--- config.mk ---
export PLATFORM = sky130hd
export DESIGN_NAME = bmp24_stream_parser
export DESIGN_NICKNAME = d
export VERILOG_FILES = /design/src/bmp24sp_pkg.sv /design/src/bmp24sp_hdr_check.sv /design/src/bmp24sp_core.sv /design/src/bmp24sp_outq.sv /design/src/bmp24_stream_parser.sv
export SDC_FILE = /design/constraint.sdc
export NUM_CORES = 1
export LEC_CHECK = 0
export ABC_AREA = 0
export BUFFER_PORTS_ARGS = -buffer_cell sky130_fd_sc_hd__buf_4
export CORE_ASPECT_RATIO = 2
export CORE_MARGIN = 2
export CORE_UTILIZATION = 25
export DETAILED_ROUTE_END_ITERATION = 8
export GPL_ROUTABILITY_DRIVEN = 0
export GPL_TIMING_DRIVEN = 0
export PLACE_DENSITY = 0.45
export SYNTH_ARGS = -nofsm -noshare
export SYNTH_HDL_FRONTEND = slang
export SYNTH_HIERARCHICAL = 1
export SYNTH_SLANG_ARGS = --single-unit
--- constraint.sdc ---
create_clock -name clk -period 30.2 [get_ports clk]
set_input_delay 6.04 -clock clk [delete_from_list [all_inputs] [get_ports clk]]
set_output_delay 6.04 -clock clk [all_outputs]
set_load 0.01 [all_outputs]
--- src/bmp24sp_pkg.sv ---
// Shared types and constants of the BMP24 stream parser.
// No dependencies.
package bmp24sp_pkg;

  localparam int HDR_BYTES = 54;
  localparam int HDR_KEPT  = 34;

  localparam logic [15:0] BMP_SIG   = 16'h4D42;
  localparam logic [31:0] INFO_SIZE = 32'd40;
  localparam logic [15:0] BMP_BPP   = 16'd24;
  localparam logic [15:0] BMP_PLANE = 16'd1;

  localparam logic KIND_PIXEL  = 1'b0;
  localparam logic KIND_STATUS = 1'b1;

  typedef enum logic [2:0] {
    ST_OK     = 3'd0,
    ST_SHORT  = 3'd1,
    ST_SIG    = 3'd2,
    ST_BITS   = 3'd3,
    ST_HDR    = 3'd4,
    ST_TRUNC  = 3'd5,
    ST_BIG    = 3'd6
  } status_t;

  typedef struct packed {
    logic [7:0] data_byte;
    logic       stream_end;
  } in_item_t;

  typedef struct packed {
    logic        result_kind;
    logic [7:0]  pixel_byte0;
    logic [7:0]  pixel_byte1;
    logic [7:0]  pixel_byte2;
    logic [11:0] pixel_column;
    logic [11:0] pixel_row;
    logic [2:0]  status_code;
    logic [12:0] image_width;
    logic [12:0] image_height;
    logic        last_result;
  } out_item_t;

  // Results produced by one item: cnt is 0, 1 or 2, r0 goes out first.
  typedef struct packed {
    logic [1:0] cnt;
    out_item_t  r0;
    out_item_t  r1;
  } push_t;

  // Decoded header fields and verdict.
  typedef struct packed {
    status_t     code;
    logic [31:0] width;
    logic [31:0] height_abs;
    logic        top_down;
    logic [31:0] offset;
  } hdr_info_t;

endpackage

--- src/bmp24sp_hdr_check.sv ---
// Header decode and validity check of the BMP24 stream parser.
// Depends on bmp24sp_pkg.
module bmp24sp_hdr_check #(
  parameter int MAX_WIDTH  = 4096,
  parameter int MAX_HEIGHT = 4096
) (
  input  logic [bmp24sp_pkg::HDR_KEPT-1:0][7:0] hdr_bytes,
  output bmp24sp_pkg::hdr_info_t                info
);

  localparam logic [31:0] MAXW = 32'(MAX_WIDTH);
  localparam logic [31:0] MAXH = 32'(MAX_HEIGHT);

  logic [15:0] sig, bpp, planes;
  logic [31:0] offset, info_sz, width, height, compr, habs;

  assign sig     = {hdr_bytes[1],  hdr_bytes[0]};
  assign offset  = {hdr_bytes[13], hdr_bytes[12], hdr_bytes[11], hdr_bytes[10]};
  assign info_sz = {hdr_bytes[17], hdr_bytes[16], hdr_bytes[15], hdr_bytes[14]};
  assign width   = {hdr_bytes[21], hdr_bytes[20], hdr_bytes[19], hdr_bytes[18]};
  assign height  = {hdr_bytes[25], hdr_bytes[24], hdr_bytes[23], hdr_bytes[22]};
  assign planes  = {hdr_bytes[27], hdr_bytes[26]};
  assign bpp     = {hdr_bytes[29], hdr_bytes[28]};
  assign compr   = {hdr_bytes[33], hdr_bytes[32], hdr_bytes[31], hdr_bytes[30]};

  // negative height means top-down storage
  assign habs = height[31] ? (32'd0 - height) : height;

  always_comb begin
    info.width      = width;
    info.height_abs = habs;
    info.top_down   = height[31];
    info.offset     = offset;
    if (sig != bmp24sp_pkg::BMP_SIG) begin
      info.code = bmp24sp_pkg::ST_SIG;
    end else if (bpp != bmp24sp_pkg::BMP_BPP) begin
      info.code = bmp24sp_pkg::ST_BITS;
    end else if (info_sz != bmp24sp_pkg::INFO_SIZE || planes != bmp24sp_pkg::BMP_PLANE ||
                 compr != 32'd0 || width == 32'd0 || width[31] || height == 32'd0 ||
                 offset < 32'(bmp24sp_pkg::HDR_BYTES)) begin
      info.code = bmp24sp_pkg::ST_HDR;
    end else if (width > MAXW || habs > MAXH) begin
      info.code = bmp24sp_pkg::ST_BIG;
    end else begin
      info.code = bmp24sp_pkg::ST_OK;
    end
  end

endmodule

--- src/bmp24sp_core.sv ---
// Parse state machine of the BMP24 stream parser: header capture, skip,
// pixel assembly and status. Depends on bmp24sp_pkg and bmp24sp_hdr_check.
module bmp24sp_core #(
  parameter int MAX_WIDTH  = 4096,
  parameter int MAX_HEIGHT = 4096
) (
  input  logic                  clk,
  input  logic                  rst_n,
  input  logic                  fire,
  input  bmp24sp_pkg::in_item_t item,
  output bmp24sp_pkg::push_t    push
);

  localparam int WW = $clog2(MAX_WIDTH + 1);
  localparam int HW = $clog2(MAX_HEIGHT + 1);

  typedef enum logic [4:0] {
    PH_HEADER  = 5'b00001,
    PH_SKIP    = 5'b00010,
    PH_PIXEL   = 5'b00100,
    PH_DONE    = 5'b01000,
    PH_TAILPAD = 5'b10000
  } phase_t;

  phase_t                                phase_r, phase_nxt;
  logic [5:0]                            hcnt_r, hcnt_nxt;
  logic [bmp24sp_pkg::HDR_KEPT-1:0][7:0] hstore_r;
  logic [31:0]                           skip_r, skip_nxt;
  logic [WW-1:0]                         col_r, col_nxt;
  logic [HW-1:0]                         row_r, row_nxt;
  logic [1:0]                            bip_r, bip_nxt;
  logic [15:0]                           held_r, held_nxt;
  logic [1:0]                            pad_r, pad_nxt;
  logic [WW-1:0]                         w_r, w_nxt;
  logic [HW-1:0]                         habs_r, habs_nxt;
  logic                                  tdown_r, tdown_nxt;
  logic                                  hstore_we;
  logic [HW-1:0]                         tgt_row;
  logic [1:0]                            w_pad;
  bmp24sp_pkg::hdr_info_t                hinfo;
  bmp24sp_pkg::out_item_t                pix;

  bmp24sp_hdr_check #(
    .MAX_WIDTH (MAX_WIDTH),
    .MAX_HEIGHT(MAX_HEIGHT)
  ) u_hdr_check (
    .hdr_bytes(hstore_r),
    .info     (hinfo)
  );

  function automatic bmp24sp_pkg::out_item_t mk_status(
    bmp24sp_pkg::status_t code, logic dims, logic [12:0] w13, logic [12:0] h13);
    bmp24sp_pkg::out_item_t r;
    r              = '0;
    r.result_kind  = bmp24sp_pkg::KIND_STATUS;
    r.status_code  = code;
    r.image_width  = dims ? w13 : 13'd0;
    r.image_height = dims ? h13 : 13'd0;
    r.last_result  = 1'b1;
    return r;
  endfunction

  logic [12:0] w13, h13;
  logic [31:0] w32, col32, row32, h32;
  assign w32   = 32'(w_r);
  assign h32   = 32'(habs_r);
  assign w13   = w32[12:0];
  assign h13   = h32[12:0];
  assign w_pad = w32[1:0];

  assign tgt_row = tdown_r ? row_r : (habs_r - HW'(1) - row_r);
  assign col32   = 32'(col_r);
  assign row32   = 32'(tgt_row);

  always_comb begin
    pix              = '0;
    pix.result_kind  = bmp24sp_pkg::KIND_PIXEL;
    pix.pixel_byte0  = held_r[7:0];
    pix.pixel_byte1  = held_r[15:8];
    pix.pixel_byte2  = item.data_byte;
    pix.pixel_column = col32[11:0];
    pix.pixel_row    = row32[11:0];
  end

  always_comb begin
    phase_nxt = phase_r;
    hcnt_nxt  = hcnt_r;
    skip_nxt  = skip_r;
    col_nxt   = col_r;
    row_nxt   = row_r;
    bip_nxt   = bip_r;
    held_nxt  = held_r;
    pad_nxt   = pad_r;
    w_nxt     = w_r;
    habs_nxt  = habs_r;
    tdown_nxt = tdown_r;
    hstore_we = 1'b0;
    push      = '0;

    if (fire) begin
      if (item.stream_end) begin
        if (phase_r == PH_HEADER) begin
          push.cnt = 2'd1;
          push.r0  = mk_status(bmp24sp_pkg::ST_SHORT, 1'b0, w13, h13);
        end else if (phase_r != PH_DONE) begin
          push.cnt = 2'd1;
          push.r0  = mk_status(bmp24sp_pkg::ST_TRUNC, 1'b1, w13, h13);
        end
        phase_nxt = PH_HEADER;
        hcnt_nxt  = '0;
      end else begin
        case (phase_r)
          PH_HEADER: begin
            hstore_we = (hcnt_r < 6'(bmp24sp_pkg::HDR_KEPT));
            if (hcnt_r == 6'(bmp24sp_pkg::HDR_BYTES - 1)) begin
              hcnt_nxt = '0;
              if (hinfo.code != bmp24sp_pkg::ST_OK) begin
                push.cnt  = 2'd1;
                push.r0   = mk_status(hinfo.code, 1'b0, w13, h13);
                phase_nxt = PH_DONE;
              end else begin
                w_nxt     = hinfo.width[WW-1:0];
                habs_nxt  = hinfo.height_abs[HW-1:0];
                tdown_nxt = hinfo.top_down;
                col_nxt   = '0;
                row_nxt   = '0;
                bip_nxt   = '0;
                held_nxt  = '0;
                pad_nxt   = '0;
                skip_nxt  = hinfo.offset - 32'(bmp24sp_pkg::HDR_BYTES);
                phase_nxt = (skip_nxt != 32'd0) ? PH_SKIP : PH_PIXEL;
              end
            end else begin
              hcnt_nxt = hcnt_r + 6'd1;
            end
          end
          PH_SKIP: begin
            skip_nxt = skip_r - 32'd1;
            if (skip_r == 32'd1) begin
              phase_nxt = PH_PIXEL;
            end
          end
          PH_PIXEL: begin
            if (pad_r != 2'd0) begin
              pad_nxt = pad_r - 2'd1;
            end else begin
              case (bip_r)
                2'd0: begin
                  held_nxt = {8'd0, item.data_byte};
                  bip_nxt  = 2'd1;
                end
                2'd1: begin
                  held_nxt = {item.data_byte, held_r[7:0]};
                  bip_nxt  = 2'd2;
                end
                default: begin
                  bip_nxt  = 2'd0;
                  push.cnt = 2'd1;
                  push.r0  = pix;
                  if (col_r != w_r - WW'(1)) begin
                    col_nxt = col_r + WW'(1);
                  end else begin
                    col_nxt = '0;
                    pad_nxt = w_pad;
                    if (row_r != habs_r - HW'(1)) begin
                      row_nxt = row_r + HW'(1);
                    end else if (w_pad != 2'd0) begin
                      phase_nxt = PH_TAILPAD;
                    end else begin
                      push.cnt  = 2'd2;
                      push.r1   = mk_status(bmp24sp_pkg::ST_OK, 1'b1, w13, h13);
                      phase_nxt = PH_DONE;
                    end
                  end
                end
              endcase
            end
          end
          PH_TAILPAD: begin
            pad_nxt = pad_r - 2'd1;
            if (pad_r == 2'd1) begin
              push.cnt  = 2'd1;
              push.r0   = mk_status(bmp24sp_pkg::ST_OK, 1'b1, w13, h13);
              phase_nxt = PH_DONE;
            end
          end
          default: begin
            // done: bytes are dropped until the stream ends
          end
        endcase
      end
    end
  end

  always_ff @(posedge clk) begin
    if (!rst_n) begin
      phase_r <= PH_HEADER;
      hcnt_r  <= '0;
      skip_r  <= '0;
      col_r   <= '0;
      row_r   <= '0;
      bip_r   <= '0;
      held_r  <= '0;
      pad_r   <= '0;
    end else begin
      phase_r <= phase_nxt;
      hcnt_r  <= hcnt_nxt;
      skip_r  <= skip_nxt;
      col_r   <= col_nxt;
      row_r   <= row_nxt;
      bip_r   <= bip_nxt;
      held_r  <= held_nxt;
      pad_r   <= pad_nxt;
    end
  end

  // header bytes and decoded geometry: written before use, no reset
  always_ff @(posedge clk) begin
    if (hstore_we) begin
      hstore_r[hcnt_r] <= item.data_byte;
    end
    w_r     <= w_nxt;
    habs_r  <= habs_nxt;
    tdown_r <= tdown_nxt;
  end

endmodule

--- src/bmp24sp_outq.sv ---
// Four-entry result queue of the BMP24 stream parser; takes up to two
// results per cycle, delivers one while out_stall is low. Depends on bmp24sp_pkg.
module bmp24sp_outq (
  input  logic                   clk,
  input  logic                   rst_n,
  input  bmp24sp_pkg::push_t     push,
  input  logic                   out_stall,
  output logic                   out_valid,
  output bmp24sp_pkg::out_item_t out_data,
  output logic                   room
);

  bmp24sp_pkg::out_item_t mem_r [4];
  logic [1:0] wp_r, wp_nxt, rp_r, rp_nxt;
  logic [2:0] cnt_r, cnt_nxt;
  logic       pop;

  assign out_valid = (cnt_r != 3'd0);
  assign out_data  = mem_r[rp_r];
  assign pop       = out_valid && !out_stall;
  // two free slots needed: one item may bring two results
  assign room      = (cnt_r <= 3'd2);

  always_comb begin
    wp_nxt  = wp_r + push.cnt;
    rp_nxt  = rp_r + {1'b0, pop};
    cnt_nxt = cnt_r + {1'b0, push.cnt} - {2'd0, pop};
  end

  always_ff @(posedge clk) begin
    if (!rst_n) begin
      wp_r  <= '0;
      rp_r  <= '0;
      cnt_r <= '0;
    end else begin
      wp_r  <= wp_nxt;
      rp_r  <= rp_nxt;
      cnt_r <= cnt_nxt;
    end
  end

  always_ff @(posedge clk) begin
    if (push.cnt != 2'd0) begin
      mem_r[wp_r] <= push.r0;
    end
    if (push.cnt == 2'd2) begin
      mem_r[wp_r + 2'd1] <= push.r1;
    end
  end

endmodule

--- src/bmp24_stream_parser.sv ---
// BMP24 stream parser, top level: input register, parse core, result queue.
// Depends on bmp24sp_pkg, bmp24sp_core, bmp24sp_outq.
//
// Usage:
//  - Input channel (in_valid/in_stall/in_data): one request per file byte;
//    a request with stream_end set marks the end of the file, carries no byte.
//  - Result channel (out_valid/out_stall/out_data): pixel results (column,
//    target row, three pixel bytes) and one final status per file, which
//    carries last_result. Width/height are reported with ok and truncated.
//  - An accepted request is held in the input register; its results go
//    into the result queue. Throughput: one request per cycle while
//    in_stall is low; the parse logic handles every byte in a single pass.
//  - The final pixel and the ok status can come from one byte; the result
//    queue holds four entries and takes a byte only with two free slots.
//  - When out_stall is held the queue fills and in_stall rises; no result
//    is lost or repeated.
//  - Reset (rst_n low, synchronous) returns to header capture with empty
//    queue; after a final status, bytes are dropped until stream_end.
module bmp24_stream_parser #(
  parameter int MAX_WIDTH  = 4096,
  parameter int MAX_HEIGHT = 4096
) (
  input  logic                   clk,
  input  logic                   rst_n,
  input  logic                   in_valid,
  output logic                   in_stall,
  input  bmp24sp_pkg::in_item_t  in_data,
  output logic                   out_valid,
  input  logic                   out_stall,
  output bmp24sp_pkg::out_item_t out_data
);

  // input register
  logic                  s_valid_r, s_valid_nxt;
  bmp24sp_pkg::in_item_t s_item_r;
  logic                  room;
  logic                  fire;
  bmp24sp_pkg::push_t    push;

  // the held request moves into the core when the queue has room
  assign fire        = s_valid_r && room;
  assign in_stall    = s_valid_r && !room;
  assign s_valid_nxt = in_stall ? s_valid_r : in_valid;

  always_ff @(posedge clk) begin
    if (!rst_n) begin
      s_valid_r <= 1'b0;
    end else begin
      s_valid_r <= s_valid_nxt;
    end
  end

  always_ff @(posedge clk) begin
    if (in_valid && !in_stall) begin
      s_item_r <= in_data;
    end
  end

  bmp24sp_core #(
    .MAX_WIDTH (MAX_WIDTH),
    .MAX_HEIGHT(MAX_HEIGHT)
  ) u_core (
    .clk  (clk),
    .rst_n(rst_n),
    .fire (fire),
    .item (s_item_r),
    .push (push)
  );

  bmp24sp_outq u_outq (
    .clk      (clk),
    .rst_n    (rst_n),
    .push     (push),
    .out_stall(out_stall),
    .out_valid(out_valid),
    .out_data (out_data),
    .room     (room)
  );

endmodule

After elaboration in Yosys (flattened, before gate mapping)
Memory sizes are Yosys's and may differ from the RTL's. A register that Yosys moved wholly into a read port is not among the register bits.
Cells that the tools add are included.
Storage, ports and cells
  memories: 1
  RAM bits: 316
  output and inout port bits: 81
  input bits: 13
  bits in registers: 405
Memories
  u_outq.mem_r: depth 4, bits a word 79, read ports 1, clocked after Yosys merged registers in 1, wr ports 2, RTL line bmp24sp_outq.sv:13  | bmp24sp_pkg::out_item_t mem_r [4];
Operators by class
  reductions and logical operators: 41
  add/subtract/negate cells: 15
  muxes and demuxes: 78
  bitwise logic cells: 2
  equal/unequal tests: 34
  magnitude comparators: 7
Operators by type and width (number)
  $mux 160: 3
  $mux 79: 5
  $bwmux 272: 1
  $mux 81: 3
  $pmux 81 s3: 1
  $mux 80: 3
  $mux 13: 9
  $mux 32: 3
  $gt 32x13->1 const B: 2
  $logic_not 32->1: 2
  $pmux 16 s2: 2
  $pmux 32 s2: 1
  $reduce_bool 32->1: 2
  $pmux 13 s2: 2
  $mux 5: 10
  $demux 8 s6: 1
  $mux 16: 3
  $eq 32x1->1 const B: 1
  $lt 32x6->1 const B: 1
  $ne 32x6->1 const B: 1
  $sub 1x32->32 const A: 1
  $sub 32x1->32 const B: 1
  $sub 32x6->32 const B: 1
  $add 13x1->13 const B: 2
  53 further kinds: 116

Longest topological paths before layout
  depth after elaboration: 19
  mapped depth: 21

Cells and area by module
Netlist, hierarchy kept.
By module, submodules not included
  bmp24sp_core: instances 1, cells an instance 1501, sequential area each 10760.3 sq um, area each 17342.9 sq um
  bmp24sp_outq: instances 1, cells an instance 813, sequential area each 9629.2 sq um, area each 15539.9 sq um
  bmp24sp_hdr_check: instances 1, cells an instance 332, sequential area each 0.0 sq um, area each 2180.8 sq um
  bmp24_stream_parser: instances 1, cells an instance 14, sequential area each 290.3 sq um, area each 324.1 sq um

Worst setup path after synthesis
OpenSTA, ideal clock, no wires.
  path type: register to register
  from: register u_core/hstore_r[178] in the netlist's numbering
  to: memory u_outq/mem_r[0][0] in the netlist's numbering (enable)
  setup slack: 20149 ps
  cell stages (with the launch flop): 17
  path buffers: 3
  setup time: 633 ps
  arrival: 9418 ps
  data required time: 29567 ps
  cell sequence: edfxtp_1 -> or4_1 -> clkbuf_1 -> or4_1 -> clkbuf_1 -> o41ai_1 -> xnor2_1 -> nand4b_1 -> nor4_1 -> a21oi_1 -> or3_1 -> clkbuf_1 -> nand2_1 -> a21oi_1 -> or2_2 -> nor2_1 -> o31ai_1
RTL lines
  from (decl): RTL line bmp24sp_core.sv:27  | logic [bmp24sp_pkg::HDR_KEPT-1:0][7:0] hstore_r;
  from (signal, indexed assignment): RTL line bmp24sp_core.sv:220  | hstore_r[hcnt_r] <= item.data_byte;
  to (decl): RTL line bmp24sp_outq.sv:13

==> PnR_summary.wiki <==
{| class="wikitable"
! Metric !! Value
|-
| Root buf cell || clkbuf_16
|-
| Vias in the first global route || 22600
|-
| Number of antenna violations at the first check in global routing || 1
|-
| Outcome || finished, final reports clean
|-
| WP depth || 4
|-
| Element type at the critical path start || flip-flop
|-
| Remaining global-route overflow || 0
|-
| Std-Cell Core Area || 132000 um2
|-
| Deepest clock path buffer count || 3
|-
| Total clock sinks || 657
|-
| Headroom to the max-slew limit || 16.1%
|-
| FF-to-FF setup slack || 21.91 ns
|-
| Pin count of the biggest net entering global routing || 45
|-
| Num rows || 189
|-
| Count of buffers added by post-CTS timing repair for setup || 0
|-
| Die X-Extent || 261 um
|-
| I/O pin count || 94
|-
| Share of the core filled with cells || 29.5%
|-
| Library cell appearing most often on the critical path || clkbuf_1
|-
| Worst-path cell chain || clkbuf_1 -> clkbuf_1 -> mux4_2 -> buf_4
|-
| Wire length of the first global-routing pass || 148000 um
|-
| Clock network latency to the later pin of the worst-skew pair || 0.67 ns
|-
| Combined buffer and inverter count along the critical path || 3
|-
| Die height || 519 um
|-
| Cell count after synthesis || 2546
|-
| Slew at the pin closest to its max-slew limit || 1.25 ns
|-
| Family with the most delay on the worst path || buffers and inverters
|-
| Synthesized cell area || 33100 um2
|-
| Classification of the worst setup path || reg2out
|-
| Final period demand of the worst path || 9.06 ns
|-
| Final Skew || 0.0331 ns
|-
| Tcrit/Tclk final || 30.0%
|-
| Endpoint with the worst hold slack || u_core/held_r[14]
|-
| Synth warnings || 6
|-
| Routed via count || 21400
|-
| Vias/cell || 4.69
|-
| Start point of the worst hold path || u_core/held_r[14]
|-
| Endpoint required time on the critical path || 24.16 ns
|-
| CTS clk-pin slew, worst paths || 0.07 ns
|-
| CP max FO || 10
|-
| Number of cells on the worst hold path || 2
|-
| Number of buffers created by CTS || 60
|-
| Final Max Slew Viols || 0
|-
| CTS tree || built
|-
| Routed length per instance || 22.2 um
|-
| Max incr delay on CP || 0.84 ns
|-
| Resized Gates After CTS || 0
|-
| Total negative slack || 0 ns
|-
| Number of nets at the end of the flow || 2824
|-
| Worst IR drop on VDD || 51.8 uV
|-
| Type of element capturing the critical path || output pin
|-
| Fraction of layout cells with a size suffix above 1 || 28.0%
|-
| Startpoint of the worst register-to-register path || u_core/hstore_r[176]
|-
| Total Routed Length || 101000 um
|-
| Final HPWL from detailed placement || 75400 um
|-
| Avg Cell Area, Syn || 13.0 um2
|-
| Static Leakage || 13.3 nW
|-
| Final number of hold-violating endpoints || 0
|-
| Number of nets with antenna violations after routing || 0
|-
| Number of DRC violations after detailed routing || 0
|-
| Overall die area || 136000 um2
|-
| Max Cap Viol || 0
|-
| Highest attainable clock frequency || 0.110 GHz
|-
| Arr. time, crit path || 3.02 ns
|-
| Pwr dens || 53.0 nW/um2
|-
| Maximum level of the CTS H-tree || 2
|-
| Violation count after the first detailed-route iteration || 1075
|-
| Setup-violating endpoint count in the final report || 0
|-
| End of the worst register-to-register path || u_outq/mem_r[0][9]
|-
| IO buf count || 93
|-
| Unrepaired setup endpoints after global routing || false
|-
| Hold Crit Class || reg2reg
|-
| First drt pass iteration count || 8
|-
| Worst path slowest cell || clkbuf_1
|-
| Area growth from synthesis to final layout || 17.6%
|-
| Global-route usage over all layers || 14.7%
|-
| Hold buffer count at cts || 0
|-
| Count of cells along the worst register-to-register path || 23
|-
| Starting density of the core || 25.1%
|}
-- layout by cell type, fill, tap and decap left out, drive strengths merged, types with 14 or more instances in the layout --
master  instances
nor3           60
xnor2          56
clkbuf        168
or2            14
xor2           35
a21oi         100
edfxtp        560
mux2          317
buf           278
nand4          32
inv            55
or3            24
nand3          53
clkinv         19
nor2          164
o21ai          67
o31ai          21
and2           97
nor4           77
conb           51
ha             27
dfxtp          97
mux4           79
or4            26
nand2         112
nor2b          17
-- metal layers --
metal	global-route usage (%)	wire, um
met5	0	0
met4	6.87	4800
met3	1.40	2700
met2	30.0	58500
met1	14.3	34900
-- worst max-delay path by stage --
stage / endpoint / startpoint / slack [ns]
final: out_data[77] / u_outq/rp_r[1] / 21.14
after global routing: out_data[77] / u_outq/rp_r[0] / 20.99
after global placement: u_outq/mem_r[0][10] / u_core/hstore_r[176] / 11.39
after CTS: out_data[77] / u_outq/rp_r[1] / 20.99
after detailed placement: out_data[77] / u_outq/rp_r[1] / 21.72
after floorplan: u_outq/mem_r[0][0] / u_core/hstore_r[178] / 20.17
-- cell type report --
class                           instances  area [um2]
Antenna cell                            2        5.00
Timing Repair Buffer                  124        1410
Buffer                                242        1380
Tap cell                             1719        2150
Fill cell                           13400       93200
Sequential cell                       657       18800
Multi-Input combinational cell       1647       13100
Inverter                               50         188
Clock inverter                         34         400
Clock buffer                           80        1640
-- sequential cells by signal (all words and copies together), names as in the netlist --
| name | count |
|---|---|
| u_core/skip_r | 32 |
| u_core/phase_r | 5 |
| s_valid_r | 1 |
| u_core/hstore_r | 208 |
| u_core/w13 | 13 |
| u_outq/cnt_r | 3 |
| u_core/bip_r | 2 |
| u_core/col_r | 13 |
| s_item_r | 9 |
| u_core/row_r | 13 |
| u_core/pad_r | 2 |
| u_core/h13 | 13 |
| u_core/tdown_r | 1 |
| u_core/held_r | 16 |
| u_outq/wp_r | 2 |
| u_core/hcnt_r | 6 |
| u_outq/rp_r | 2 |
| u_outq/mem_r | 316 |
-- stage by stage --
stage | worst slack, ns | power (W) | std cells | hold WS (ns) | area (um2)
after global placement | 11.39 | 0.00128 | 4408 | 0.438 | 36200
after global routing | 20.99 | 0.00214 | 4554 | 0.469 | 39000
final | 21.14 | 0.00207 | 4555 | 0.447 | 39000
after CTS | 20.99 | 0.00210 | 4553 | 0.450 | 39000
after detailed placement | 21.72 | 0.00129 | 4439 | 0.441 | 36900
after floorplan | 20.17 | 0.00117 | 2596 | 0.427 | 33300
-- where the power goes --
part	internal, W	switching [W]	total [W]
Sequential	0.000996	0.0000100	0.00101
Clock	0.000444	0.000361	0.000805
Combinational	0.000123	0.000133	0.000256
Total	0.00156	0.000505	0.00207
-- worst min-delay path, delay by kind of cell, from the launching register on --
kind,cells,cell delay (ns)
AOI/OAI and AO/OA,1,0.05
DFF,1,0.31
and+or+nand+nor,1,0.05
No activity file was read; power rests on OpenSTA's default activity.
